[config.mk]
export PLATFORM = sky130hd
export DESIGN_NAME = rbk_fifo
export DESIGN_NICKNAME = d
export VERILOG_FILES = /design/src/sv/read_base_kmer_stats_accumulator_core_macros.svh /design/src/sv/rbk_pkg.sv /design/src/sv/rbk_fifo.sv
export SDC_FILE = /design/constraint.sdc
export NUM_CORES = 1
export LEC_CHECK = 0
export BUFFER_PORTS_ARGS = -buffer_cell sky130_fd_sc_hd__buf_2
export CORE_UTILIZATION = 55
export DETAILED_ROUTE_END_ITERATION = 16
export PLACE_DENSITY = 0.77
export SLEW_MARGIN = 0
export SYNTH_ARGS = -nofsm -noshare
export SYNTH_HDL_FRONTEND = slang
export SYNTH_SLANG_ARGS = --single-unit
[constraint.sdc]
create_clock -name clk -period 6.05 [get_ports clk]
set_input_delay 0.3025 -clock clk [delete_from_list [all_inputs] [get_ports clk]]
set_output_delay 0.3025 -clock clk [all_outputs]
set_load 0.05 [all_outputs]
[src/sv/read_base_kmer_stats_accumulator_core_macros.svh]
// Assertion macros shared by the read base k-mer statistics accumulator.
`ifndef READ_BASE_KMER_STATS_ACCUMULATOR_CORE_MACROS_SVH
`define READ_BASE_KMER_STATS_ACCUMULATOR_CORE_MACROS_SVH

// Same-cycle implication, sampled on clk and disabled while rst_n is low.
`define RBK_ASSERT_IMPL(name, ante, cons, msg) \
    name: assert property (@(posedge clk) disable iff (!rst_n) (ante) |-> (cons)) \
        else $error(msg);

// Next-cycle implication, sampled on clk and disabled while rst_n is low.
`define RBK_ASSERT_NEXT(name, ante, cons, msg) \
    name: assert property (@(posedge clk) disable iff (!rst_n) (ante) |=> (cons)) \
        else $error(msg);

`endif

[src/sv/rbk_pkg.sv]
// Shared types, constants and helper functions of the read base k-mer statistics accumulator.
package rbk_pkg;

    localparam int KMER_LEN    = 7;
    localparam int COUNT_WIDTH = 32;
    localparam int SUM_WIDTH   = 48;
    localparam int WIN_BITS    = 2 * KMER_LEN;
    localparam int KDEPTH      = 1 << WIN_BITS;
    localparam int POS_W       = $clog2(KMER_LEN);
    localparam int ADDR_W      = 14;
    localparam int SCORE_W     = 16;
    localparam int CODE_W      = 3;
    localparam int NUM_CODES   = 5;
    localparam int QDEPTH      = 4;
    localparam int QPTR_W      = $clog2(QDEPTH);

    localparam logic [1:0] MODE_BASE    = 2'd0;
    localparam logic [1:0] MODE_SUMMARY = 2'd1;
    localparam logic [1:0] MODE_KMER    = 2'd2;

    localparam logic [7:0] CH_DOT  = 8'h2E;
    localparam logic [7:0] CH_UC_A = 8'h41;
    localparam logic [7:0] CH_UC_C = 8'h43;
    localparam logic [7:0] CH_UC_G = 8'h47;
    localparam logic [7:0] CH_UC_T = 8'h54;
    localparam logic [7:0] CH_LC_A = 8'h61;
    localparam logic [7:0] CH_LC_C = 8'h63;
    localparam logic [7:0] CH_LC_G = 8'h67;
    localparam logic [7:0] CH_LC_T = 8'h74;

    localparam logic [CODE_W-1:0] CODE_A     = 3'd0;
    localparam logic [CODE_W-1:0] CODE_C     = 3'd1;
    localparam logic [CODE_W-1:0] CODE_G     = 3'd2;
    localparam logic [CODE_W-1:0] CODE_T     = 3'd3;
    localparam logic [CODE_W-1:0] CODE_OTHER = 3'd4;

    localparam logic [ADDR_W-1:0] SEL_READ_TOTAL = 14'd0;
    localparam logic [ADDR_W-1:0] SEL_LENGTH_SUM = 14'd1;
    localparam logic [ADDR_W-1:0] SEL_DUST_SUM   = 14'd2;
    localparam logic [ADDR_W-1:0] SEL_SCORE_SUM  = 14'd3;
    localparam logic [ADDR_W-1:0] SEL_TALLY_A    = 14'd4;
    localparam logic [ADDR_W-1:0] SEL_TALLY_C    = 14'd5;
    localparam logic [ADDR_W-1:0] SEL_TALLY_G    = 14'd6;
    localparam logic [ADDR_W-1:0] SEL_TALLY_T    = 14'd7;
    localparam logic [ADDR_W-1:0] SEL_TALLY_N    = 14'd8;
    localparam logic [ADDR_W-1:0] SEL_FIRST_C    = 14'd9;
    localparam logic [ADDR_W-1:0] SEL_FIRST_CT   = 14'd10;

    typedef enum logic [1:0] {
        OP_NONE,
        OP_KMER_INC,
        OP_KMER_RD,
        OP_SUMMARY
    } op_t;

    typedef struct packed {
        op_t                 op;
        logic [WIN_BITS-1:0] index;
        logic [SUM_WIDTH-1:0] data;
    } entry_t;

    function automatic logic [CODE_W-1:0] base_code(input logic [7:0] ch);
        logic [CODE_W-1:0] code;
        case (ch)
            CH_UC_A, CH_LC_A: code = CODE_A;
            CH_UC_C, CH_LC_C: code = CODE_C;
            CH_UC_G, CH_LC_G: code = CODE_G;
            CH_UC_T, CH_LC_T: code = CODE_T;
            default:          code = CODE_OTHER;
        endcase
        return code;
    endfunction

endpackage

[src/sv/rbk_fifo.sv]
// Short queue that decouples the front end from the counter memory pipeline.
module rbk_fifo (
    input  logic            clk,
    input  logic            rst_n,
    input  logic            push,
    input  rbk_pkg::entry_t push_entry,
    input  logic            pop,
    output rbk_pkg::entry_t head,
    output logic            not_empty,
    output logic            not_full
);

    rbk_pkg::entry_t              slots [rbk_pkg::QDEPTH];
    logic [rbk_pkg::QPTR_W-1:0]   wr_ptr_reg, wr_ptr_next;
    logic [rbk_pkg::QPTR_W-1:0]   rd_ptr_reg, rd_ptr_next;
    logic [rbk_pkg::QPTR_W:0]     count_reg, count_next;

    always_comb
    begin
        not_empty   = (count_reg != '0);
        not_full    = (count_reg != (rbk_pkg::QPTR_W + 1)'(rbk_pkg::QDEPTH));
        head        = slots[rd_ptr_reg];
        wr_ptr_next = push ? wr_ptr_reg + 1'b1 : wr_ptr_reg;
        rd_ptr_next = pop ? rd_ptr_reg + 1'b1 : rd_ptr_reg;
        count_next  = count_reg;
        if (push && !pop)
        begin
            count_next = count_reg + 1'b1;
        end
        else if (pop && !push)
        begin
            count_next = count_reg - 1'b1;
        end
    end

    always_ff @(posedge clk)
    begin
        if (push)
        begin
            slots[wr_ptr_reg] <= push_entry;
        end
    end

    always_ff @(posedge clk or negedge rst_n)
    begin
        if (!rst_n)
        begin
            wr_ptr_reg <= '0;
            rd_ptr_reg <= '0;
            count_reg  <= '0;
        end
        else
        begin
            wr_ptr_reg <= wr_ptr_next;
            rd_ptr_reg <= rd_ptr_next;
            count_reg  <= count_next;
        end
    end

endmodule

# [Yosys cells after proc, flatten, opt, wreduce, memory -nomap -nowiden]
# Memories as Yosys holds them, arrays and structs flattened.
# Index checks and enable logic that the tools add are counted.
[totals] ff_bits=7 ram_bits=256 in_bits=68 out_inout_bits=66 elab_cells=19 mem_count=1
[memory_table] name="slots" depth=4 word_bits=64 read_ports=1 rd_ports_with_merged_regs=0 wr=1 line="rbk_fifo.sv:13" text="rbk_pkg::entry_t slots [rbk_pkg::QDEPTH];"
[classes] addsub=4 n_eq_ne=1 muxes=4 n_reduce_logical=6
[ops] cell="2-to-1 mux 3 bit" n=2
[ops] cell="adder 2 x 1 -> 2 bit, second input constant" n=2
[ops] cell="adder 3 x 1 -> 3 bit, second input constant" n=1
[ops] cell="!= test 3 bit, second input constant" n=1
[ops] cell="nonzero test 3 bit" n=1
[ops] cell="subtractor 3 x 1 -> 3 bit, second input constant" n=1
[ops] cell="logical AND 1 bit" n=2
[ops] cell="logical NOT 1 bit" n=2
[ops] cell="2-to-1 mux 1 bit" n=2
[ops] cell="nonzero test 2 bit" n=1

# [Depth between registers and ports, before layout]
# Gate-level depths: netlist of run 1.
[depth] ltp_word=4 mapped_depth=7 ltp_nobuf=7

# [Least setup slack after synthesis of run 1]
# Ideal clock, no wire load.
[synth_path] path_type="register to register" startpoint="register wr_ptr_reg[0] in the netlist's numbering" endpoint="memory slots[2][0] in the netlist's numbering, enable pin" setup_time_ns=0.429 arrival_ns=2.121 required_time_ns=5.621 path_slack_ns=3.501 stages_incl_launch_ff=4 n_path_buf=0 synth_period_minus_slack_ns=2.549 path_cell_list="dfrtp_1 -> inv_1 -> ha_1 -> and2_1"
[synth_rtl] element="start: declaration" line="rbk_fifo.sv:14" text="logic [rbk_pkg::QPTR_W-1:0] wr_ptr_reg, wr_ptr_next;"
[synth_rtl] element="start signal: assignment" line="rbk_fifo.sv:54" text="wr_ptr_reg <= wr_ptr_next;"
[synth_rtl] element="end: declaration" line="rbk_fifo.sv:13"
# No word-level cell before the write port.

==> flow_metrics.tcl, run 1 <==
set metrics [dict create \
    critPathCaptureType "output pin" \
    cp_max_fo 36 \
    syn_area_mm2 0.009625 \
    drtIter0Drc 266 \
    setup_viol 0 \
    finalCriticalPeriod_ps 3235 \
    io_buffers 133 \
    drcViolationCount 0 \
    p_leak_nw 4.147 \
    die_x_um 134.3 \
    via_count 4478 \
    grtUsageTotal 0.1977 \
    ios 134 \
    largest_reg_flops 256 \
    finalCritPeriodShare 0.5346 \
    cts_buffers 26 \
    clock_latency_ps 520 \
    dieArea_mm2 0.01803 \
    tns_ps 0 \
    syn_inst 369 \
    hold_ws_ps 17.68 \
    wl_per_cell_um 20.98 \
    die_h_um 134.3 \
    antenna_cells_inserted 0 \
    setup_slack_ps 2815 \
    drtAntennaViolNets 0 \
    syn_nets 443 \
    synthXorXnorAreaFrac 0.005460 \
    synth_top_family_by_area "multiplexers" \
    path_clk_slew_ps 60 \
    synth-adder-area-share 0.008579 \
    rows 48 \
    pre_cts_ws_ps 3263 \
    grt_max_degree 65 \
    synth_cell_types 18 \
    yosys.area.top_type_share 0.7986 \
    hp-class "in -> reg" \
    hold_viol 0 \
    relSlewSlack 0.3360 \
    ys_warn_count 0 \
    synth.area.top_cells "edfxtp_1 80%, mux4_2 15%, dfrtp_1 1.8%, ha_1 0.65%, buf_6 0.58%" \
    cp.arrival_ps 2930 \
    path_class "reg -> out" \
    max-cap-violations 0 \
    start_util 0.5604 \
    cts_sinks 263 \
    yosysSeqAreaShare 0.8168 \
    ys_ff_latch 263 \
    grt_pass1_wl_um 26700 \
    ir_drop_mv 0.3736 \
    cp_data_required_time_ps 5750 \
    synth.mux.area_fraction 0.1509 \
    routed_wl_um 17160 \
    via_per_inst 5.474 \
    final_max_slew_viol_count 0 \
    clockBufferDepth 3 \
    core_mm2 0.01718 \
    stdcell_area_mm2 0.01193 \
    placed_cells 715 \
    status "complete, no violations" \
    grt_pass1_vias 5020 \
    synth_edf_count 256 \
    fin_skew_ps 12.04 \
    worstMarginPinSlew_ps 995.9 \
    gr-total-overflow 0 \
    yosys.area_share.simple 0.005200 \
    finalCoreUtilization 0.6945 \
    crit_path_start_kind "register" \
    finalNonFillerCells 818 \
    rsz0062_at_grt "false" \
    max_freq_mhz 309.2 \
    h-tree-depth 1 \
    dominantRegCellSynth "edfxtp_1" \
    ys_async_sr_fraction 0.02662 \
    avgSynthCellArea_um2 26.09 \
    root_buffer "clkbuf_16" \
    area_growth_pct 23.93 \
    placedInstanceArea_mm2 0.01050 \
    hpwl_um 9223 \
    drive_above_1_share 0.4132 \
    design_power_total_mw 6.526 \
    tritoncts "done" \
    synth_top_cell_by_area "edfxtp_1" \
    drt_pre_antenna_iters 4 \
    power_per_cell_area_mw_per_mm2 547.1 \
    place.gp.congestion 0.6798 \
    synth_compound_area_frac 0.0005200 \
    fin_nets 647 \
    antenna_found_initial 0 \
]
-- Yosys cell counts (2+ instances only) --
library cell and n:
dfrtp_1 7, nand2_1 3, edfxtp_1 256, xnor2_1 2, ha_1 5, mux4_2 64
and2_1 4, nor2_1 2, inv_1 4, buf_6 5, xor2_1 4, buf_4 2
buf_2 6
-- power breakdown --
part	switching, mW	total (mW)	internal (mW)	leakage [nW]
logic	1.61	2.33	0.715	1.29
registers	0.188	2.58	2.39	2.43
clock network	0.638	1.62	0.980	0.429
total	2.44	6.53	4.09	4.15
-- per-layer routing --
| layer | global-route usage | part of all wire |
|---|---|---|
| met4 | 0.05930 | 0.019 |
| met1 | 0.2570 | 0.41 |
| met5 | 0 | 0 |
| met3 | 0.02986 | 0.046 |
| met2 | 0.3483 | 0.53 |
-- path summary, 6_finish.rpt --
| check | from | end | slack (ps) | cells past startpoint |
|---|---|---|---|---|
| min in group asynchronous | rst_n | count_reg[2] | 170 | 2 |
| setup / recovery | rd_ptr_reg[0] | head[20] | 2820 | 3 |
| hold / removal | push_entry[61] | slots[0][61] | 20 | 1 |
| setup reg to reg | wr_ptr_reg[0] | slots[0][22] | 4140 | 3 |
| hold reg to reg | count_reg[2] | count_reg[2] | 500 | 1 |
| max in group asynchronous | rst_n | rd_ptr_reg[0] | 5700 | 2 |
-- placed cells by master (no fill, tap or decap) --
master / Yosys / final
clkinv_1: 0 / 1
fa_1: 1 / 1
xnor2_1: 2 / 2
edfxtp_1: 256 / 256
dfrtp_2: 0 / 1
xor2_1: 4 / 4
ha_1: 5 / 5
or3_1: 1 / 1
buf_2: 6 / 133
bufinv_16: 0 / 2
clkinv_2: 0 / 2
dlygate4sd3_1: 0 / 55
dfrtp_1: 7 / 5
clkbuf_1: 1 / 8
nor2_1: 2 / 2
mux2_2: 1 / 1
clkbuf_16: 0 / 27
buf_4: 2 / 2
o21ai_0: 1 / 1
clkinvlp_4: 0 / 1
and2_4: 0 / 4
inv_1: 4 / 4
inv_8: 0 / 1
dfrtp_4: 0 / 1
nand2_1: 3 / 3
clkbuf_8: 0 / 6
mux4_2: 64 / 64
-- cells by family after synthesis --
group | count (synthesis)
DFF | 263
muxes | 65
buffers and inverters | 18
and+or+nand+nor | 10
xor gates and xnor gates | 6
adders and majority gates | 6
AOI/OAI and AO/OA | 1
-- cell type report --
class                           instances  area (um2)
Sequential cell                       263        7868
Tap cell                              225       281.5
Fill cell                            1069        5248
Inverter                                4       15.01
Timing Repair Buffer                  190        1231
Clock inverter                          7       92.59
Clock buffer                           41       788.3
Multi-Input combinational cell         88        1653
-- critical path, cell delays in order (launching register included) --
cell	delay (ps)
dfrtp_4	900
buf_4	650
mux4_2	610
buf_2	230
-- timing repair --
item,in CTS,in global routing
resized for setup,0,0
hold buffers,55,0
buffers inserted,0,0
hold endpoints to repair,215,0
Power figures use the tool's default switching activity.
==> run 2, diff against run 1 <==
--- a/config.mk
+++ b/config.mk
@@ -5,10 +5,11 @@
 export SDC_FILE = /design/constraint.sdc
 export NUM_CORES = 1
 export LEC_CHECK = 0
+export ABC_AREA = 1
 export BUFFER_PORTS_ARGS = -buffer_cell sky130_fd_sc_hd__buf_2
-export CORE_UTILIZATION = 55
+export CORE_UTILIZATION = 52
 export DETAILED_ROUTE_END_ITERATION = 16
-export PLACE_DENSITY = 0.77
+export PLACE_DENSITY = 0.75
 export SLEW_MARGIN = 0
 export SYNTH_ARGS = -nofsm -noshare
 export SYNTH_HDL_FRONTEND = slang
==> constraint.sdc (replaced) <==
create_clock -name clk -period 2.8 [get_ports clk]
set_input_delay 0.14 -clock clk [delete_from_list [all_inputs] [get_ports clk]]
set_output_delay 0.14 -clock clk [all_outputs]
set_load 0.05 [all_outputs]
==> run 2 against run 1 <==
Critical path depth increased by 1. Clock power grew 91%. Largest cell class unchanged. Combinational power grew to 2.9 times the previous value. Register-to-register slack got worse by 3200 ps.
==> flow_metrics.tcl, run 2 <==
set metrics [dict create \
    grtUsageTotal 0.1969 \
    drt_pre_antenna_iters 4 \
    setup_viol 0 \
    largest_reg_flops 256 \
    routed_wl_um 20610 \
    tritoncts "done" \
    fin_nets 1069 \
    max-cap-violations 0 \
    ir_drop_mv 0.9970 \
    synth_top_cell_by_area "edfxtp_1" \
    critPathCaptureType "output pin" \
    die_h_um 146.6 \
    syn_inst 796 \
    crit_path_start_kind "register" \
    met3_usage 0.03094 \
    place.gp.congestion 0.7207 \
    drtIter0Drc 324 \
    via_per_inst 5.058 \
    drtAntennaViolNets 0 \
    syn_area_mm2 0.01088 \
    max_freq_mhz 427.9 \
    p_leak_nw 5.323 \
    crit_start "rd_ptr_reg[1]" \
    mostFrequentLayoutCells "256 x edfxtp_1, 203 x nand2_1, 137 x inv_1" \
    worstPathCellList "buf_4 -> o211ai_1 -> nand2_1 -> buf_2" \
    relSlewSlack 0.4668 \
    status "complete, no violations" \
    hp-class "in -> reg" \
    root_buffer "clkbuf_16" \
    path_clk_slew_ps 60 \
    final_max_slew_viol_count 0 \
    hold_start "push_entry[46]" \
    die_x_um 146.6 \
    power_per_cell_area_mw_per_mm2 1171 \
    grt_pass1_wl_um 33070 \
    yosysSeqAreaShare 0.7228 \
    fin_skew_ps 9.706 \
    post_cts_buffers 0 \
    area_growth_pct 20.44 \
    crit_slowest_cell "buf_4" \
    p_comb_frac 0.444 \
    io_buffers 133 \
    critical-path-top-delay-family "buffers and inverters" \
    power.internal_mw 8.547 \
    yosys.area.top_type_share 0.7067 \
    clkPwrFrac 0.201 \
    layout_commonest_cell "edfxtp_1" \
    rsz0062_at_grt "false" \
    ios 134 \
    ys_warn_count 0 \
    core_mm2 0.02036 \
    antenna_found_initial 2 \
    synth_commonest_cells "256 x edfxtp_1, 203 x nand2_1, 142 x inv_1" \
    gr-total-overflow 0 \
    grt_util_met2 0.3519 \
    cp_max_fo 64 \
    synth_edf_count 256 \
    path_class "reg -> out" \
    p_sw_frac 0.4431 \
    power_frac_seq 0.354 \
    rows 52 \
    finalCriticalPeriod_ps 2337 \
    synth_cell_types 19 \
    use_met1 0.2490 \
    grt-busiest-layer "met2" \
    start_util 0.5342 \
    grt_pass1_vias 6629 \
    tns_ps 0 \
    design_power_total_mw 15.35 \
    cp.arrival_ps 2200 \
    synth.area.top_cells "edfxtp_1 71%, nand2_1 7.0%, o211ai_1 5.9%, o211ai_2 4.9%, inv_1 4.9%" \
    reg2reg_from "wr_ptr_reg[0]" \
    dominantRegCellSynth "edfxtp_1" \
    wl_per_cell_um 16.10 \
    clock_latency_ps 520 \
    postCtsResizedCells 0 \
    via_count 6474 \
    ys_async_sr_fraction 0.02662 \
    avgSynthCellArea_um2 13.67 \
    cts_sinks 263 \
    hpwl_um 12180 \
    drive_above_1_share 0.2272 \
    finalCritPeriodShare 0.8346 \
    dieArea_mm2 0.02150 \
    cts_buffers 27 \
    grt_max_degree 74 \
    clockBufferDepth 3 \
    synthMostInstantiatedCell "edfxtp_1" \
    syn_nets 870 \
    critPathMaxStageDelay_ps 630 \
    p_sw_mw 6.801 \
    ys_ff_latch 263 \
    worstMarginPinSlew_ps 799.8 \
    cp_data_required_time_ps 2660 \
    cp_num_buf_inv 2 \
    drcViolationCount 0 \
    hold_viol 0 \
    h-tree-depth 1 \
]
[run 2: cell type report]
| type | count | area (um2) |
|---|---|---|
| Tap cell | 270 | 337.8 |
| Clock buffer | 32 | 694.4 |
| Antenna cell | 2 | 5.005 |
| Fill cell | 1487 | 7263 |
| Multi-Input combinational cell | 347 | 2087 |
| Clock inverter | 10 | 51.30 |
| Inverter | 142 | 539.3 |
| Timing Repair Buffer | 214 | 1519 |
| Sequential cell | 263 | 7868 |
[run 2: logic make-up (layout without fill, tap and decap cells)]
kind of cell | Yosys count | count (layout) | share of synthesized area
XOR/XNOR | 4 | 4 | 0.003221
buffers and inverters | 186 | 398 | 0.08535
AND/OR/NAND/NOR | 207 | 207 | 0.07200
flip-flops | 263 | 263 | 0.7228
adder cells (fa/ha/maj) | 6 | 6 | 0.007592
AO/OA/AOI/OAI | 130 | 130 | 0.1090
other | 0 | 2 | 0
[run 2: path summary, 6_finish.rpt]
kind | cells after the start | slack, ps | endpoint
max in group asynchronous | 3 | 1920 | rd_ptr_reg[0]
worst max-delay path | 4 | 460 | head[59]
worst min register to register | 2 | 520 | count_reg[2]
worst min-delay path | 2 | 370 | slots[3][46]
worst max register to register | 5 | 890 | slots[2][20]
min in group asynchronous | 3 | 590 | count_reg[1]
[run 2: routing by layer]
| metal | routed length (um) | vias to the layer above | part of all wire |
|---|---|---|---|
| met4 | 341 | 0 | 0.017 |
| met1 | 8511 | 3118 | 0.41 |
| met3 | 1137 | 30 | 0.055 |
| li1 | - | 3157 | - |
| met2 | 10620 | 169 | 0.52 |
| met5 | 0 | - | 0 |
[run 2: repair_timing]
action                                 CTS  global route
endpoints found under the hold margin  267             0
setup endpoints to repair                0             0
hold buffers                            68             0
[run 2: through the flow]
step	util	cell area, um2	hold WS, ps	worst slack, ps	std cells
floorplan	-	10880	-155.6	467.0	796
global placement	0.5731	11670	-6.771	925.2	1168
detailed placement	0.5731	11670	-9.954	861.7	1168
CTS	0.6431	13100	349.3	416.3	1278
global route	0.6433	13100	367.8	329.1	1280
finish	0.6433	13100	374.2	463.1	1280
[run 2: power groups by stage]
stage          Combinational (mW)  Clock [mW]  Sequential (mW)
2_1_floorplan                5.59           0             5.42
3_3_place_gp                 6.71           0             5.48
4_1_cts                      6.91        3.16             5.44
3_5_place_dp                 6.81           0             5.52
5_1_grt                      7.34        3.32             5.50
6_report                     6.82        3.09             5.44
