File: src/sv/read_base_kmer_stats_accumulator_core_macros.svh
// Assertion macros shared by the read base k-mer statistics accumulator.
`ifndef READ_BASE_KMER_STATS_ACCUMULATOR_CORE_MACROS_SVH
`define READ_BASE_KMER_STATS_ACCUMULATOR_CORE_MACROS_SVH

// Same-cycle implication, sampled on clk and disabled while rst_n is low.
`define RBK_ASSERT_IMPL(name, ante, cons, msg) \
    name: assert property (@(posedge clk) disable iff (!rst_n) (ante) |-> (cons)) \
        else $error(msg);

// Next-cycle implication, sampled on clk and disabled while rst_n is low.
`define RBK_ASSERT_NEXT(name, ante, cons, msg) \
    name: assert property (@(posedge clk) disable iff (!rst_n) (ante) |=> (cons)) \
        else $error(msg);

`endif

File: src/sv/rbk_pkg.sv
// Shared types, constants and helper functions of the read base k-mer statistics accumulator.
package rbk_pkg;

    localparam int KMER_LEN    = 7;
    localparam int COUNT_WIDTH = 32;
    localparam int SUM_WIDTH   = 48;
    localparam int WIN_BITS    = 2 * KMER_LEN;
    localparam int KDEPTH      = 1 << WIN_BITS;
    localparam int POS_W       = $clog2(KMER_LEN);
    localparam int ADDR_W      = 14;
    localparam int SCORE_W     = 16;
    localparam int CODE_W      = 3;
    localparam int NUM_CODES   = 5;
    localparam int QDEPTH      = 4;
    localparam int QPTR_W      = $clog2(QDEPTH);

    localparam logic [1:0] MODE_BASE    = 2'd0;
    localparam logic [1:0] MODE_SUMMARY = 2'd1;
    localparam logic [1:0] MODE_KMER    = 2'd2;

    localparam logic [7:0] CH_DOT  = 8'h2E;
    localparam logic [7:0] CH_UC_A = 8'h41;
    localparam logic [7:0] CH_UC_C = 8'h43;
    localparam logic [7:0] CH_UC_G = 8'h47;
    localparam logic [7:0] CH_UC_T = 8'h54;
    localparam logic [7:0] CH_LC_A = 8'h61;
    localparam logic [7:0] CH_LC_C = 8'h63;
    localparam logic [7:0] CH_LC_G = 8'h67;
    localparam logic [7:0] CH_LC_T = 8'h74;

    localparam logic [CODE_W-1:0] CODE_A     = 3'd0;
    localparam logic [CODE_W-1:0] CODE_C     = 3'd1;
    localparam logic [CODE_W-1:0] CODE_G     = 3'd2;
    localparam logic [CODE_W-1:0] CODE_T     = 3'd3;
    localparam logic [CODE_W-1:0] CODE_OTHER = 3'd4;

    localparam logic [ADDR_W-1:0] SEL_READ_TOTAL = 14'd0;
    localparam logic [ADDR_W-1:0] SEL_LENGTH_SUM = 14'd1;
    localparam logic [ADDR_W-1:0] SEL_DUST_SUM   = 14'd2;
    localparam logic [ADDR_W-1:0] SEL_SCORE_SUM  = 14'd3;
    localparam logic [ADDR_W-1:0] SEL_TALLY_A    = 14'd4;
    localparam logic [ADDR_W-1:0] SEL_TALLY_C    = 14'd5;
    localparam logic [ADDR_W-1:0] SEL_TALLY_G    = 14'd6;
    localparam logic [ADDR_W-1:0] SEL_TALLY_T    = 14'd7;
    localparam logic [ADDR_W-1:0] SEL_TALLY_N    = 14'd8;
    localparam logic [ADDR_W-1:0] SEL_FIRST_C    = 14'd9;
    localparam logic [ADDR_W-1:0] SEL_FIRST_CT   = 14'd10;

    typedef enum logic [1:0] {
        OP_NONE,
        OP_KMER_INC,
        OP_KMER_RD,
        OP_SUMMARY
    } op_t;

    typedef struct packed {
        op_t                 op;
        logic [WIN_BITS-1:0] index;
        logic [SUM_WIDTH-1:0] data;
    } entry_t;

    function automatic logic [CODE_W-1:0] base_code(input logic [7:0] ch);
        logic [CODE_W-1:0] code;
        case (ch)
            CH_UC_A, CH_LC_A: code = CODE_A;
            CH_UC_C, CH_LC_C: code = CODE_C;
            CH_UC_G, CH_LC_G: code = CODE_G;
            CH_UC_T, CH_LC_T: code = CODE_T;
            default:          code = CODE_OTHER;
        endcase
        return code;
    endfunction

endpackage

File: src/sv/rbk_front.sv
// Front end: classifies each beat, updates the k-mer window and the read summary counters.
module rbk_front (
    input  logic                         clk,
    input  logic                         rst_n,
    input  logic                         accept,
    input  logic [1:0]                   mode,
    input  logic                         first_of_read,
    input  logic [7:0]                   align_char,
    input  logic [7:0]                   read_char,
    input  logic [rbk_pkg::SCORE_W-1:0]  read_score,
    input  logic [rbk_pkg::SCORE_W-1:0]  dust_value,
    input  logic [rbk_pkg::ADDR_W-1:0]   address,
    output rbk_pkg::entry_t              entry
);

    logic [rbk_pkg::WIN_BITS-1:0]    window_reg, window_next;
    logic [rbk_pkg::POS_W-1:0]       pos_reg, pos_next;
    logic [rbk_pkg::COUNT_WIDTH-1:0] read_total_reg, read_total_next;
    logic [rbk_pkg::SUM_WIDTH-1:0]   length_sum_reg, length_sum_next;
    logic [rbk_pkg::SUM_WIDTH-1:0]   dust_sum_reg, dust_sum_next;
    logic [rbk_pkg::SUM_WIDTH-1:0]   score_sum_reg, score_sum_next;
    logic [rbk_pkg::COUNT_WIDTH-1:0] tally_reg [rbk_pkg::NUM_CODES];
    logic [rbk_pkg::COUNT_WIDTH-1:0] tally_next [rbk_pkg::NUM_CODES];
    logic [rbk_pkg::COUNT_WIDTH-1:0] first_c_reg, first_c_next;
    logic [rbk_pkg::COUNT_WIDTH-1:0] first_ct_reg, first_ct_next;

    logic [7:0]                    ref_char;
    logic [rbk_pkg::CODE_W-1:0]    code;
    logic [rbk_pkg::WIN_BITS-1:0]  win_base;
    logic [rbk_pkg::POS_W-1:0]     pos_base;
    logic [rbk_pkg::WIN_BITS-1:0]  win_shift;
    logic                          kmer_hit;
    logic                          take_base;
    logic [rbk_pkg::SUM_WIDTH-1:0] summary;
    logic                          kmer_in_range;

    always_comb
    begin
        ref_char  = (align_char == rbk_pkg::CH_DOT) ? read_char : align_char;
        code      = rbk_pkg::base_code(ref_char);
        win_base  = first_of_read ? '0 : window_reg;
        pos_base  = first_of_read ? '0 : pos_reg;
        win_shift = {win_base[rbk_pkg::WIN_BITS-3:0], 2'b00}
                    | rbk_pkg::WIN_BITS'(code);
        kmer_hit  = (pos_base >= rbk_pkg::POS_W'(rbk_pkg::KMER_LEN - 1));
        take_base = accept && (mode == rbk_pkg::MODE_BASE);
        kmer_in_range = ((address >> rbk_pkg::WIN_BITS) == '0);
    end

    always_comb
    begin
        window_next     = window_reg;
        pos_next        = pos_reg;
        read_total_next = read_total_reg;
        length_sum_next = length_sum_reg;
        dust_sum_next   = dust_sum_reg;
        score_sum_next  = score_sum_reg;
        first_c_next    = first_c_reg;
        first_ct_next   = first_ct_reg;
        for (int i = 0; i < rbk_pkg::NUM_CODES; i++)
        begin
            tally_next[i] = tally_reg[i];
        end
        if (take_base)
        begin
            if (first_of_read)
            begin
                read_total_next = read_total_reg + 1'b1;
                score_sum_next  = score_sum_reg + rbk_pkg::SUM_WIDTH'(read_score);
                dust_sum_next   = dust_sum_reg + rbk_pkg::SUM_WIDTH'(dust_value);
                if ((align_char == rbk_pkg::CH_UC_C)
                    || ((align_char == rbk_pkg::CH_DOT) && (read_char == rbk_pkg::CH_LC_C)))
                begin
                    first_c_next = first_c_reg + 1'b1;
                end
                if ((align_char == rbk_pkg::CH_UC_C) && (read_char == rbk_pkg::CH_LC_T))
                begin
                    first_ct_next = first_ct_reg + 1'b1;
                end
            end
            length_sum_next  = length_sum_reg + 1'b1;
            tally_next[code] = tally_reg[code] + 1'b1;
            window_next      = win_shift;
            pos_next         = kmer_hit ? pos_base : pos_base + 1'b1;
        end
    end

    always_comb
    begin
        case (address)
            rbk_pkg::SEL_READ_TOTAL: summary = rbk_pkg::SUM_WIDTH'(read_total_reg);
            rbk_pkg::SEL_LENGTH_SUM: summary = length_sum_reg;
            rbk_pkg::SEL_DUST_SUM:   summary = dust_sum_reg;
            rbk_pkg::SEL_SCORE_SUM:  summary = score_sum_reg;
            rbk_pkg::SEL_TALLY_A:    summary = rbk_pkg::SUM_WIDTH'(tally_reg[rbk_pkg::CODE_A]);
            rbk_pkg::SEL_TALLY_C:    summary = rbk_pkg::SUM_WIDTH'(tally_reg[rbk_pkg::CODE_C]);
            rbk_pkg::SEL_TALLY_G:    summary = rbk_pkg::SUM_WIDTH'(tally_reg[rbk_pkg::CODE_G]);
            rbk_pkg::SEL_TALLY_T:    summary = rbk_pkg::SUM_WIDTH'(tally_reg[rbk_pkg::CODE_T]);
            rbk_pkg::SEL_TALLY_N:
                summary = rbk_pkg::SUM_WIDTH'(tally_reg[rbk_pkg::CODE_OTHER]);
            rbk_pkg::SEL_FIRST_C:    summary = rbk_pkg::SUM_WIDTH'(first_c_reg);
            rbk_pkg::SEL_FIRST_CT:   summary = rbk_pkg::SUM_WIDTH'(first_ct_reg);
            default:                 summary = '0;
        endcase
    end

    always_comb
    begin
        entry.op    = rbk_pkg::OP_NONE;
        entry.index = win_shift;
        entry.data  = '0;
        case (mode)
            rbk_pkg::MODE_BASE:
            begin
                entry.op = kmer_hit ? rbk_pkg::OP_KMER_INC : rbk_pkg::OP_NONE;
            end
            rbk_pkg::MODE_SUMMARY:
            begin
                entry.op   = rbk_pkg::OP_SUMMARY;
                entry.data = summary;
            end
            rbk_pkg::MODE_KMER:
            begin
                entry.op    = kmer_in_range ? rbk_pkg::OP_KMER_RD : rbk_pkg::OP_NONE;
                entry.index = rbk_pkg::WIN_BITS'(address);
            end
            default:
            begin
                entry.op = rbk_pkg::OP_NONE;
            end
        endcase
    end

    always_ff @(posedge clk or negedge rst_n)
    begin
        if (!rst_n)
        begin
            window_reg     <= '0;
            pos_reg        <= '0;
            read_total_reg <= '0;
            length_sum_reg <= '0;
            dust_sum_reg   <= '0;
            score_sum_reg  <= '0;
            first_c_reg    <= '0;
            first_ct_reg   <= '0;
            for (int i = 0; i < rbk_pkg::NUM_CODES; i++)
            begin
                tally_reg[i] <= '0;
            end
        end
        else
        begin
            window_reg     <= window_next;
            pos_reg        <= pos_next;
            read_total_reg <= read_total_next;
            length_sum_reg <= length_sum_next;
            dust_sum_reg   <= dust_sum_next;
            score_sum_reg  <= score_sum_next;
            first_c_reg    <= first_c_next;
            first_ct_reg   <= first_ct_next;
            for (int i = 0; i < rbk_pkg::NUM_CODES; i++)
            begin
                tally_reg[i] <= tally_next[i];
            end
        end
    end

endmodule

File: config.mk
export PLATFORM = sky130hd
export DESIGN_NAME = rbk_front
export DESIGN_NICKNAME = d
export VERILOG_FILES = /design/src/sv/read_base_kmer_stats_accumulator_core_macros.svh /design/src/sv/rbk_pkg.sv /design/src/sv/rbk_front.sv
export SDC_FILE = /design/constraint.sdc
export NUM_CORES = 1
export LEC_CHECK = 0
export ABC_AREA = 1
export ABC_CLOCK_PERIOD_IN_PS = 5690
export BUFFER_PORTS_ARGS = -buffer_cell sky130_fd_sc_hd__buf_2
export CORE_MARGIN = 3
export CORE_UTILIZATION = 45
export CTS_CLUSTER_DIAMETER = 30
export DETAILED_ROUTE_END_ITERATION = 7
export MAX_ROUTING_LAYER = met4
export PLACE_DENSITY_LB_ADDON = 0.12
export SETUP_SLACK_MARGIN = 0.05
export SYNTH_ARGS = -nofsm -noshare
export SYNTH_HDL_FRONTEND = slang
export SYNTH_SLANG_ARGS = --single-unit
File: constraint.sdc
create_clock -name clk -period 5.69 [get_ports clk]
set_input_delay 0 -clock clk [delete_from_list [all_inputs] [get_ports clk]]
set_output_delay 0 -clock clk [all_outputs]
set_load 0.005 [all_outputs]
-- Word-level counts from Yosys, hierarchy flattened
Cells that the tools add are included.
- add/subtract/negate cells: 8
- $lt $le $gt $ge: 3
- eq/ne operators: 24
- muxes and demuxes: 16
- bitwise operators: 2
- reductions and logical operators: 14
- operators by type and width (operator ; count):
    $pmux W48 S11 ; 1
    $bwmux W160 ; 1
    $add A32 B1 Y32 const B ; 4
    $add A48 B16 Y48 ; 2
    $bmux W32 S3 ; 1
    $demux W32 S3 ; 1
    $mux W32 ; 3
    $eq A8 B7 Y1 const B ; 11
    $eq A14 B3 Y1 const B ; 4
    $add A48 B1 Y48 const B ; 1
    $mux W48 ; 1
    $eq A14 B4 Y1 const B ; 3
    $eq A14 B2 Y1 const B ; 2
    $eq A14 B1 Y1 const B ; 1
    $logic_not A14 Y1 ; 1
    $mux W14 ; 1
    $or A14 B3 Y14 ; 1
    $mux W12 ; 1
    $pmux W3 S4 ; 1
    $eq A8 B6 Y1 const B ; 1
    $mux W8 ; 1
    $reduce_or A2 Y1 ; 4
    $mux W3 ; 2
    $pmux W2 S3 ; 1
    other kinds (13) ; 17
- flip-flop bits (word level): 415
- bits of input ports: 68
- output and inout port bits: 64
- logic and storage cells: 80

-- Depth between registers and ports, before layout
Gate-level depths: netlist of run 1.
- depth after elaboration: 11
- mapped depth: 27

-- Worst setup path after synthesis of run 1
Ideal clock, no wire load.
- path kind: reg2reg
- start: reg dust_sum_reg[0] in the netlist's numbering
- end: reg dust_sum_reg[30] in the netlist's numbering
- data arrival time: 2.783 ns
- data required time: 5.568 ns
- path slack: 2.784 ns
- stages on the path, launching flop included: 17
- period minus slack after synthesis: 2.906 ns
- cell sequence: dfrtp_1 > ha_1 > inv_1 > fa_1 > inv_1 > nand3_1 > nand2_1 > a31oi_1 > o21ai_0 > a21boi_0 > o21ai_0 > nand2_1 > a21oi_1 > nand2_1 > nor3_1 > nand2_1 > xor2_1
- longest elaborated chain between the ends: 1
- RTL lines (element ; line ; RTL):
    start, declared ; rbk_front.sv:20 ; logic [rbk_pkg::SUM_WIDTH-1:0] dust_sum_reg, dust_sum_next;
    start signal, assigned ; rbk_front.sv:157 ; dust_sum_reg <= dust_sum_next;
    $add A48 B16 Y48 ; rbk_front.sv:70 ; dust_sum_next = dust_sum_reg + rbk_pkg::SUM_WIDTH'(dust_value);
Every way passes these cells.
A chain may end at the register's enable or synchronous reset.

==> out/results.env, run 1 <==
MAXSLEWHEADROOM_PCT=29.2
FILLERS=5140
DRT-PASS1-ITER-COUNT=5
FINAL_COMMON_CELL='nand2_1'
CTSRESIZECOUNT=0
POST_ROUTE_CELLS_DRIVE_ABOVE_1_SHARE_PCT=13.2
CTS_BUFFER_DEPTH=3
GRT_PASS1_WL_MM=152
CRITICALPATHCATEGORY='primary input to output port'
SYN-NUM-NETS=3495
MAX-VDD-IR-DROP_mV=0.282
VIA_COUNT_OF_THE_FIRST_GLOBAL_ROUTING_PASS=24600
DIE_WIDTH_UM=243
WORST_R2R_PATH_DEPTH=14
FINAL.SETUP_SKEW_PS=26.8
TIMING.HOLD.WORST.CLASS='primary input to flip-flop'
STARTPOINT_TYPE='primary input'
FINAL_CORE_UTILIZATION_PCT=57.0
CTS_HOLD_REPAIR.BUFFERS=48
STATUS='complete, no violations'
NUMBER_OF_ANTENNA_VIOLATIONS_AT_THE_FIRST_CHECK_IN_GLOBAL_ROUTING=2
CLOCK.FMAX_GHz=0.248
MULTIINPUTGATEAREA_MM2=0.0130
YS_WARN_COUNT=0
CTS.REPORTEDPATHS.CLKPINSLEW_PS=40
SYN-CELL-AREA_MM2=0.0254
HOLD_VIOL=0
TIMING.CRITICAL_PATH.ARRIVAL_PS=4040
FINALWEIGHTEDCONGESTION=1.02
CAP_VIOL_MAX_COUNT=0
POST_CTS.REPAIR.SETUP_BUFFERS=0
POWER.STATIC_LEAKAGE_nW=15.3
NUMBER_OF_SYNTHESIZED_REGISTER_BITS=415
INITIAL_UTIL_PCT=45.8
COMB_POWER_SHARE_PCT=11.4
REPORT.FINAL.SLEW_VIOL_COUNT=0
SETUP_TNS_PS=0
VIAS_PER_CELL=5.68
DRT.ANTENNA.VIOLATING_NETS=0
SYNTHESIS.INSTANCES=3384
SETUP_WS_PS=1650
P_INT_W=0.00875
REG2REG_SLACK_PS=1740
SYNTH.LARGEST_AREA_CELL='dfrtp_1'
RR_ENDPOINT='dust_sum_reg[39]'
POWER.CLOCK.FRACTION_PCT=59.5
SWITCHING_SHARE_PCT=26.8
NETLIST-CELL-TYPE-COUNT=64
WL_PER_CELL_UM=22.6
WORSTMARGINPINSLEW_PS=1060
INITIALDRTVIOLATIONCOUNT=3005
ENDPOINT_KIND='output port'
DOMINANTREGCELLSYNTH='dfrtp_1'
GRT_MAX_DEGREE=135
SYNTHTOLAYOUTAREAGROWTH_PCT=24.7
POWERDENSITY_mW_PER_MM2=378
SETUP_VIOL_COUNT_FINAL=0
LARGEST_REGISTER_FF_COUNT=160
ENDPOINT_OF_THE_WORST_SETUP_TIMING_PATH='entry[20]'
CLOCK_H_TREE_LEVELS=3
FP.DIEAREA_MM2=0.0592
RSZ0062_AT_GRT='false'
WORSTPATHREQUIRED_PS=5690
SYNTH-EDFF-COUNT=0
POST_SYNTH.CELL_AREA_AVG_UM2=7.49
FP.COREAREA_MM2=0.0554
FIN_CRIT_SH_PCT=71.0
HPWL_MM=72.4
FINISH.NET_COUNT=3725
SETUP.WORST_PATH.START='address[9]'
POSTROUTEWIRELENGTH_MM=101
SEQUENTIALPOWERSHARE_PCT=29.2
CLK_ROOT_BUFFER_CELL='clkbuf_16'
TOTAL_SWITCHING_POWER_W=0.00320
TRACK_USAGE_PCT=34.7
BUFFER_PORTS.INSERTED=131
LARGEST_CELLS_BY_AREA_AFTER_SYNTHESIS='dfrtp_1 41%, nand2_1 13%, xor2_1 6.6%'
VERTICAL_EXTENT_OF_THE_DIE_UM=243
SEQCELLAREA_MM2=0.0104
CTS_TREE='yes'
YOSYS.AREA.TOP_TYPE_SHARE_PCT=40.9
ROWS=86
WORST_SKEW_PAIR.LATE_LATENCY_PS=660
MIN_PERIOD_PS=4040
ROUTE.VIAS.TOTAL=25300
PIN_COUNT=132
CLOCK_SINKS=415
SYNTH-ASYNC-RESET-RATIO_PCT=100
CRITICAL_PATH_PEAK_FANOUT=21
DP_WORST_SETUP_SLACK_PS=1530
GR-TOTAL-OVERFLOW=0
FINAL_CELL_MIX='877 x nand2_1, 415 x dfrtp_1, 389 x inv_1'
WORSTREG2REGSTART='dust_sum_reg[2]'
CTS_BUFFERS=118
SEQ_AREA_FRAC_SYNTH_PCT=40.9
ROUTE.DETAILED.DRC=0
==> Yosys cell counts (all sizes together), types with 4 or more instances <==
master,n
buf,31
nand3,289
inv,399
nand2,913
a32o,15
clkinv,6
xnor2,39
xor2,192
a21boi,4
nor4,37
o2111ai,6
nor2,327
or2,5
nand4,56
a41oi,6
a221oi,21
nor3,98
o21ai,214
a211oi,8
a31oi,28
clkbuf,81
dfrtp,415
a2111oi,4
o21bai,6
nand3b,10
ha,41
o22ai,34
a21oi,66
==> metal layers <==
layer	wire length, µm	share of wire, %	up-vias	global-route usage, %
li1	-	-	11600	-
met1	43300	43	12200	46.9
met2	43700	43	1319	50.6
met3	9990	9.9	235	8.42
met4	3860	3.8	0	12.6
met5	0	0	-	-
==> worst min path at each step <==
stage,start,endpoint,slack (ps),cells after the start
2_1_floorplan,rst_n,dust_sum_reg[0],-300,0
3_3_place_gp,rst_n,dust_sum_reg[1],60,1
3_5_place_dp,rst_n,dust_sum_reg[1],50,1
4_1_cts,align_char[3],first_ct_reg[0],30,4
5_1_grt,align_char[3],first_ct_reg[0],60,4
6_report,align_char[3],first_ct_reg[0],50,4
==> area by class of cell <==
| type | instances | share of cell area, % |
|---|---|---|
| Antenna cell | 1 | 0.00792 |
| Sequential cell | 415 | 32.8 |
| Multi-Input combinational cell | 2452 | 41.0 |
| Clock inverter | 74 | 3.23 |
| Inverter | 405 | 4.81 |
| Clock buffer | 146 | 10.4 |
| Tap cell | 748 | 2.96 |
| Timing Repair Buffer | 222 | 4.76 |
==> critical path, stage by stage <==
cell       delay, ps
buf_2             90
nor2_1            40
nand4_1          310
nor2_1           110
buf_4            230
nand2_1          350
clkinv_1         950
buf_4            500
a221oi_1         390
o2111ai_1        220
nor4_1           600
nor2_1            70
buf_2            150
==> power groups by stage <==
stage,Sequential [W],Clock [W],Combinational (W)
after floorplan,0.00334,0,0.000944
after global placement,0.00350,0,0.00124
after detailed placement,0.00350,0,0.00128
after CTS,0.00346,0.00716,0.00136
after global routing,0.00349,0.00734,0.00155
final,0.00348,0.00711,0.00136
==> stage by stage <==
step	instances	total power [W]	hold slack (ps)	cell area, µm²
after detailed placement	4194	0.00478	54.9	26800
final	4463	0.0120	45.8	31600
after global routing	4463	0.0124	61.5	31600
after floorplan	3384	0.00429	-296	25400
after global placement	4194	0.00474	60.8	26800
after CTS	4462	0.0120	27.8	31600
==> cell families (layout without fill, tap and decap cells) <==
logic type	Yosys count	count (layout)	share of synthesized area, %
AND/OR/NAND/NOR	1748	1748	30.7
buffers and inverters	517	847	8.04
AO/OA/AOI/OAI	429	429	10.1
flip-flops	415	415	40.9
XOR/XNOR	231	231	7.98
adder cells (fa/ha/maj)	43	43	2.18
multiplexers	1	1	0.0444
other	0	1	0
Note: power is estimated with default switching activity, not from simulation.
==> run 2, diff against run 1 <==
--- a/config.mk
+++ b/config.mk
@@ -5,8 +5,8 @@
 export SDC_FILE = /design/constraint.sdc
 export NUM_CORES = 1
 export LEC_CHECK = 0
-export ABC_AREA = 1
-export ABC_CLOCK_PERIOD_IN_PS = 5690
+export ABC_AREA = 0
+export ABC_CLOCK_PERIOD_IN_PS = 3300
 export BUFFER_PORTS_ARGS = -buffer_cell sky130_fd_sc_hd__buf_2
 export CORE_MARGIN = 3
 export CORE_UTILIZATION = 45
==> constraint.sdc (replaced) <==
create_clock -name clk -period 3.3 [get_ports clk]
set_input_delay 0 -clock clk [delete_from_list [all_inputs] [get_ports clk]]
set_output_delay 0 -clock clk [all_outputs]
set_load 0.005 [all_outputs]
==> out/results.env, run 2 <==
TIMING.HOLD.WORST.CLASS='primary input to flip-flop'  # unchanged
CRIT_PATH_CELL_TRACE='buf_6 -> or4b_4 -> o31a_1 -> or4_4 -> buf_8 -> nor3_4 -> o211ai_1 -> a222oi_1 -> buf_4 -> and4_4 -> nand4_4 -> or4_4 -> or4_1 -> nand3_1'  # was buf_2 -> nor2_1 -> nand4_1 -> nor2_1 -> buf_4 -> nand2_1 -> clkinv_1 -> buf_4 -> a221oi_1 -> o2111ai_1 -> nor4_1 -> nor2_1 -> buf_2
DRT-PASS1-ITER-COUNT=7  # was 5
LARGEST_CELLS_BY_AREA_AFTER_SYNTHESIS='dfrtp_1 45%, nand2_1 6.5%, xnor2_1 6.5%'  # was dfrtp_1 41%, nand2_1 13%, xor2_1 6.6%
RSZ0062_AT_GRT='true'  # was false
ENDPOINT_KIND='flip-flop'  # was output port
VIA_COUNT_OF_THE_FIRST_GLOBAL_ROUTING_PASS=21300  # was 24600
CRITICAL-PATH-SLOWEST-CELL='or4_4'  # was clkinv_1
CLOCK_SINKS=415  # unchanged
HPWL_MM=59.5  # was 72.4 mm
SYN-CELL-AREA_MM2=0.0229  # was 0.0254 mm²
CTS_TREE='yes'  # unchanged
MAXSLEWHEADROOM_PCT=32.4  # was 29.2%
CAP_VIOL_MAX_COUNT=0  # unchanged
POWER.STATIC_LEAKAGE_nW=14.4  # was 15.3 nW
WORSTPATHREQUIRED_PS=3850  # was 5690 ps
REPORT.FINAL.SLEW_VIOL_COUNT=0  # unchanged
WORST_SKEW_PAIR.LATE_LATENCY_PS=640  # was 660 ps
CLK_ROOT_BUFFER_CELL='clkbuf_16'  # unchanged
WORSTMARGINPINSLEW_PS=1010  # was 1060 ps
SETUP_VIOL_COUNT_FINAL=0  # unchanged
INITIAL_UTIL_PCT=45.6  # was 45.8%
WORST_R2R_PATH_DEPTH=15  # was 14
FINAL_CELL_MIX='415 x dfrtp_1, 394 x nand2_1, 265 x buf_4'  # was 877 x nand2_1, 415 x dfrtp_1, 389 x inv_1
YS_WARN_COUNT=0  # unchanged
INITIALDRTVIOLATIONCOUNT=2551  # was 3005
YOSYS.AREA.TOP_TYPE_SHARE_PCT=45.4  # was 40.9%
LARGEST_REGISTER_FF_COUNT=160  # unchanged
BUFFER_PORTS.INSERTED=131  # unchanged
NUMBER_OF_SYNTHESIZED_REGISTER_BITS=415  # unchanged
VIAS_PER_CELL=6.00  # was 5.68
ROUTE.DETAILED.DRC=0  # unchanged
TIMING.CRITICAL_PATH.ARRIVAL_PS=3800  # was 4040 ps
WL_PER_CELL_UM=22.9  # was 22.6 µm
CTS_BUFFERS=103  # was 118
WORST-PATH-STAGES=14  # was 13
NUMBER_OF_ANTENNA_VIOLATIONS_AT_THE_FIRST_CHECK_IN_GLOBAL_ROUTING=4  # was 2
ROUTE.VIAS.TOTAL=21600  # was 25300
REG2REG_SLACK_PS=230  # was 1740 ps
FIN_CRIT_SH_PCT=98.7
SYNTH_TOP_CELLS_BY_COUNT='415 x dfrtp_1, 396 x nand2_1, 169 x xnor2_1'  # was 877 x nand2_1, 415 x dfrtp_1, 389 x inv_1
FINALWEIGHTEDCONGESTION=1.01  # was 1.02
SYNTHTOLAYOUTAREAGROWTH_PCT=37.1  # was 24.7%
CTS.REPORTEDPATHS.CLKPINSLEW_PS=40  # about the same
STATUS='complete, no violations'  # unchanged
CTS_BUFFER_DEPTH=3  # unchanged
FINAL_CORE_UTILIZATION_PCT=62.5  # was 57.0%
DP_WORST_SETUP_SLACK_PS=-748  # was 1530 ps
ENDPOINT_OF_THE_WORST_SETUP_TIMING_PATH='tally_reg[26]'  # was entry[20]
YOSYS.CELL_COUNT.TOP_TYPE='dfrtp_1'  # was nand2_1
MIN_PERIOD_PS=3260
DOMINANTREGCELLSYNTH='dfrtp_1'  # unchanged
SYNTH-ASYNC-RESET-RATIO_PCT=100  # unchanged
CP_TOP_FAMILY='simple AND/OR/NAND/NOR gates'  # was buffers and inverters
SYNTH-EDFF-COUNT=0  # unchanged
CLOCK.FMAX_GHz=0.307
CLOCK_H_TREE_LEVELS=3  # unchanged
POWERDENSITY_mW_PER_MM2=638  # was 378 mW/mm²
RR_ENDPOINT='dust_sum_reg[28]'  # was dust_sum_reg[39]
SETUP_WS_PS=43.2  # was 1650 ps
SETUP.WORST_PATH.START='align_char[0]'  # was address[9]
NETLIST-CELL-TYPE-COUNT=77  # was 64
HOLD_VIOL=0  # unchanged
POST_ROUTE_CELLS_DRIVE_ABOVE_1_SHARE_PCT=27.3  # was 13.2%
WORST_HOLD_SLACK_PS=18.3  # was 45.8 ps
MIN_PATH_CELLS=7  # was 4
SYN-NUM-NETS=2497  # was 3495
SYNTHESIS.INSTANCES=2386  # was 3384
PATH_COMMON_CELL='or4_4'  # was nor2_1
FINAL.SETUP_SKEW_PS=26.1  # was 26.8 ps
GR-TOTAL-OVERFLOW=0  # unchanged
VERTICAL_EXTENT_OF_THE_DIE_UM=231  # was 243 µm
TRACK_USAGE_PCT=31.2  # was 34.7%
PIN_COUNT=132  # unchanged
TOTAL_POWER_W=0.0200  # was 0.0120 W
MAX-VDD-IR-DROP_mV=0.393  # was 0.282 mV
POST_SYNTH.CELL_AREA_AVG_UM2=9.59  # was 7.49 µm²
FINAL_COMMON_CELL='dfrtp_1'  # was nand2_1
FP.COREAREA_MM2=0.0502  # was 0.0554 mm²
CRITICALPATHCATEGORY='primary input to flip-flop'  # was primary input to output port
FILLERS=4004  # was 5140
ROWS=82  # was 86
FP.DIEAREA_MM2=0.0536  # was 0.0592 mm²
WORSTPATHBUFFERINVERTERCOUNT=3  # was 5
STARTPOINT_TYPE='primary input'  # unchanged
SYNTH.LARGEST_AREA_CELL='dfrtp_1'  # unchanged
WORSTREG2REGSTART='dust_sum_reg[0]'  # was dust_sum_reg[2]
SEQ_AREA_FRAC_SYNTH_PCT=45.4  # was 40.9%
CRITICAL_PATH_PEAK_FANOUT=6  # was 21
FINISH.NET_COUNT=2955  # was 3725
GRT_MAX_DEGREE=100  # was 135
DRT.ANTENNA.VIOLATING_NETS=0  # unchanged
MAX_STAGE_DELAY_PS=540  # was 950 ps
POSTROUTEWIRELENGTH_MM=82.5  # was 101 mm
DIE_WIDTH_UM=231  # was 243 µm
GRT_PASS1_WL_MM=126  # was 152 mm
==> run 2: changes by cell type in the layout (fill, tap and decap cells not counted), moves of 116 or more <==
| cell | before | now |
|---|---|---|
| nand2_1 | 877 | 394 |
| inv_1 | 389 | 34 |
| buf_4 | 41 | 265 |
| nor2_1 | 301 | 137 |
| nand3_1 | 274 | 120 |
| xnor2_1 | 39 | 165 |
| o21ai_0 | 197 | 81 |
| xor2_1 | 192 | 76 |
==> run 2: worst min-delay path by stage <==
| stage | startpoint | to | slack [ps] |
|---|---|---|---|
| after detailed placement | rst_n | score_sum_reg[6] | 100 |
| final | align_char[7] | first_ct_reg[2] | 20 |
| after global routing | align_char[7] | first_ct_reg[2] | 50 |
| after CTS | read_char[1] | first_ct_reg[2] | 40 |
| after global placement | rst_n | score_sum_reg[7] | 100 |
| after floorplan | rst_n | dust_sum_reg[0] | -300 |
==> run 2: layer usage <==
| layer | routed length [µm] | GRT usage [%] | up-vias |
|---|---|---|---|
| li1 | - | - | 9760 |
| met1 | 36700 | 43.7 | 10800 |
| met2 | 36400 | 45.4 | 971 |
| met3 | 7490 | 6.85 | 127 |
| met4 | 1980 | 9.57 | 0 |
| met5 | 0 | - | - |
==> run 2: cells by family after synthesis <==
family / count (synthesis) / share of synthesized area, %
multiplexers: 89 / 4.27
AO/OA/AOI/OAI: 475 / 15.8
XOR/XNOR: 246 / 9.42
flip-flops: 415 / 45.4
AND/OR/NAND/NOR: 957 / 20.0
buffers and inverters: 161 / 2.77
adder cells (fa/ha/maj): 43 / 2.42
==> run 2: where the power goes <==
| part | total, W | switching, W | internal, W |
|---|---|---|---|
| Sequential | 0.00607 | 0.000562 | 0.00551 |
| Combinational | 0.00325 | 0.00171 | 0.00153 |
| Clock | 0.0107 | 0.00325 | 0.00745 |
==> run 2: timing repair <==
action | 4_1_cts | 5_1_grt
pin swaps | 1 | 28
gates resized for setup | 12 | 100
setup endpoints to repair | 88 | 146
hold buffers | 46 | 0
setup buffers | 0 | 25
gates cloned | 0 | 2
hold endpoints to repair | 225 | 0
==> run 2: area by class of cell <==
| type | count | area [µm²] | area share [%] |
|---|---|---|---|
| multi-input combinational | 1811 | 12500 | 39.9 |
| tap | 672 | 841 | 2.68 |
| clock buffer | 128 | 2870 | 9.13 |
| antenna | 4 | 10.0 | 0.0319 |
| timing repair buffer | 479 | 3770 | 12.0 |
| inverter | 34 | 128 | 0.407 |
| clock inverter | 63 | 842 | 2.68 |
| sequential | 415 | 10400 | 33.1 |
==> run 2: through the flow <==
stage,instances,area [µm²],setup TNS [ps]
after floorplan,2386,23100,-39790
after global placement,3340,26500,-67510
after detailed placement,3340,26500,-79740
after CTS,3577,30700,0
after global routing,3606,31400,-64.0
final,3606,31400,0
==> run 2: worst register-to-register path, stage by stage, from the launching register on <==
cell	delay [ps]
dfrtp_1	370
ha_1	180
inv_1	50
fa_1	410
nor2b_1	170
o21ai_0	130
a21boi_1	180
o21ai_0	110
nand2b_1	100
and2_1	200
o21ai_1	120
a31oi_2	240
a41o_1	260
buf_12	160
nand4_1	140
xnor2_1	150
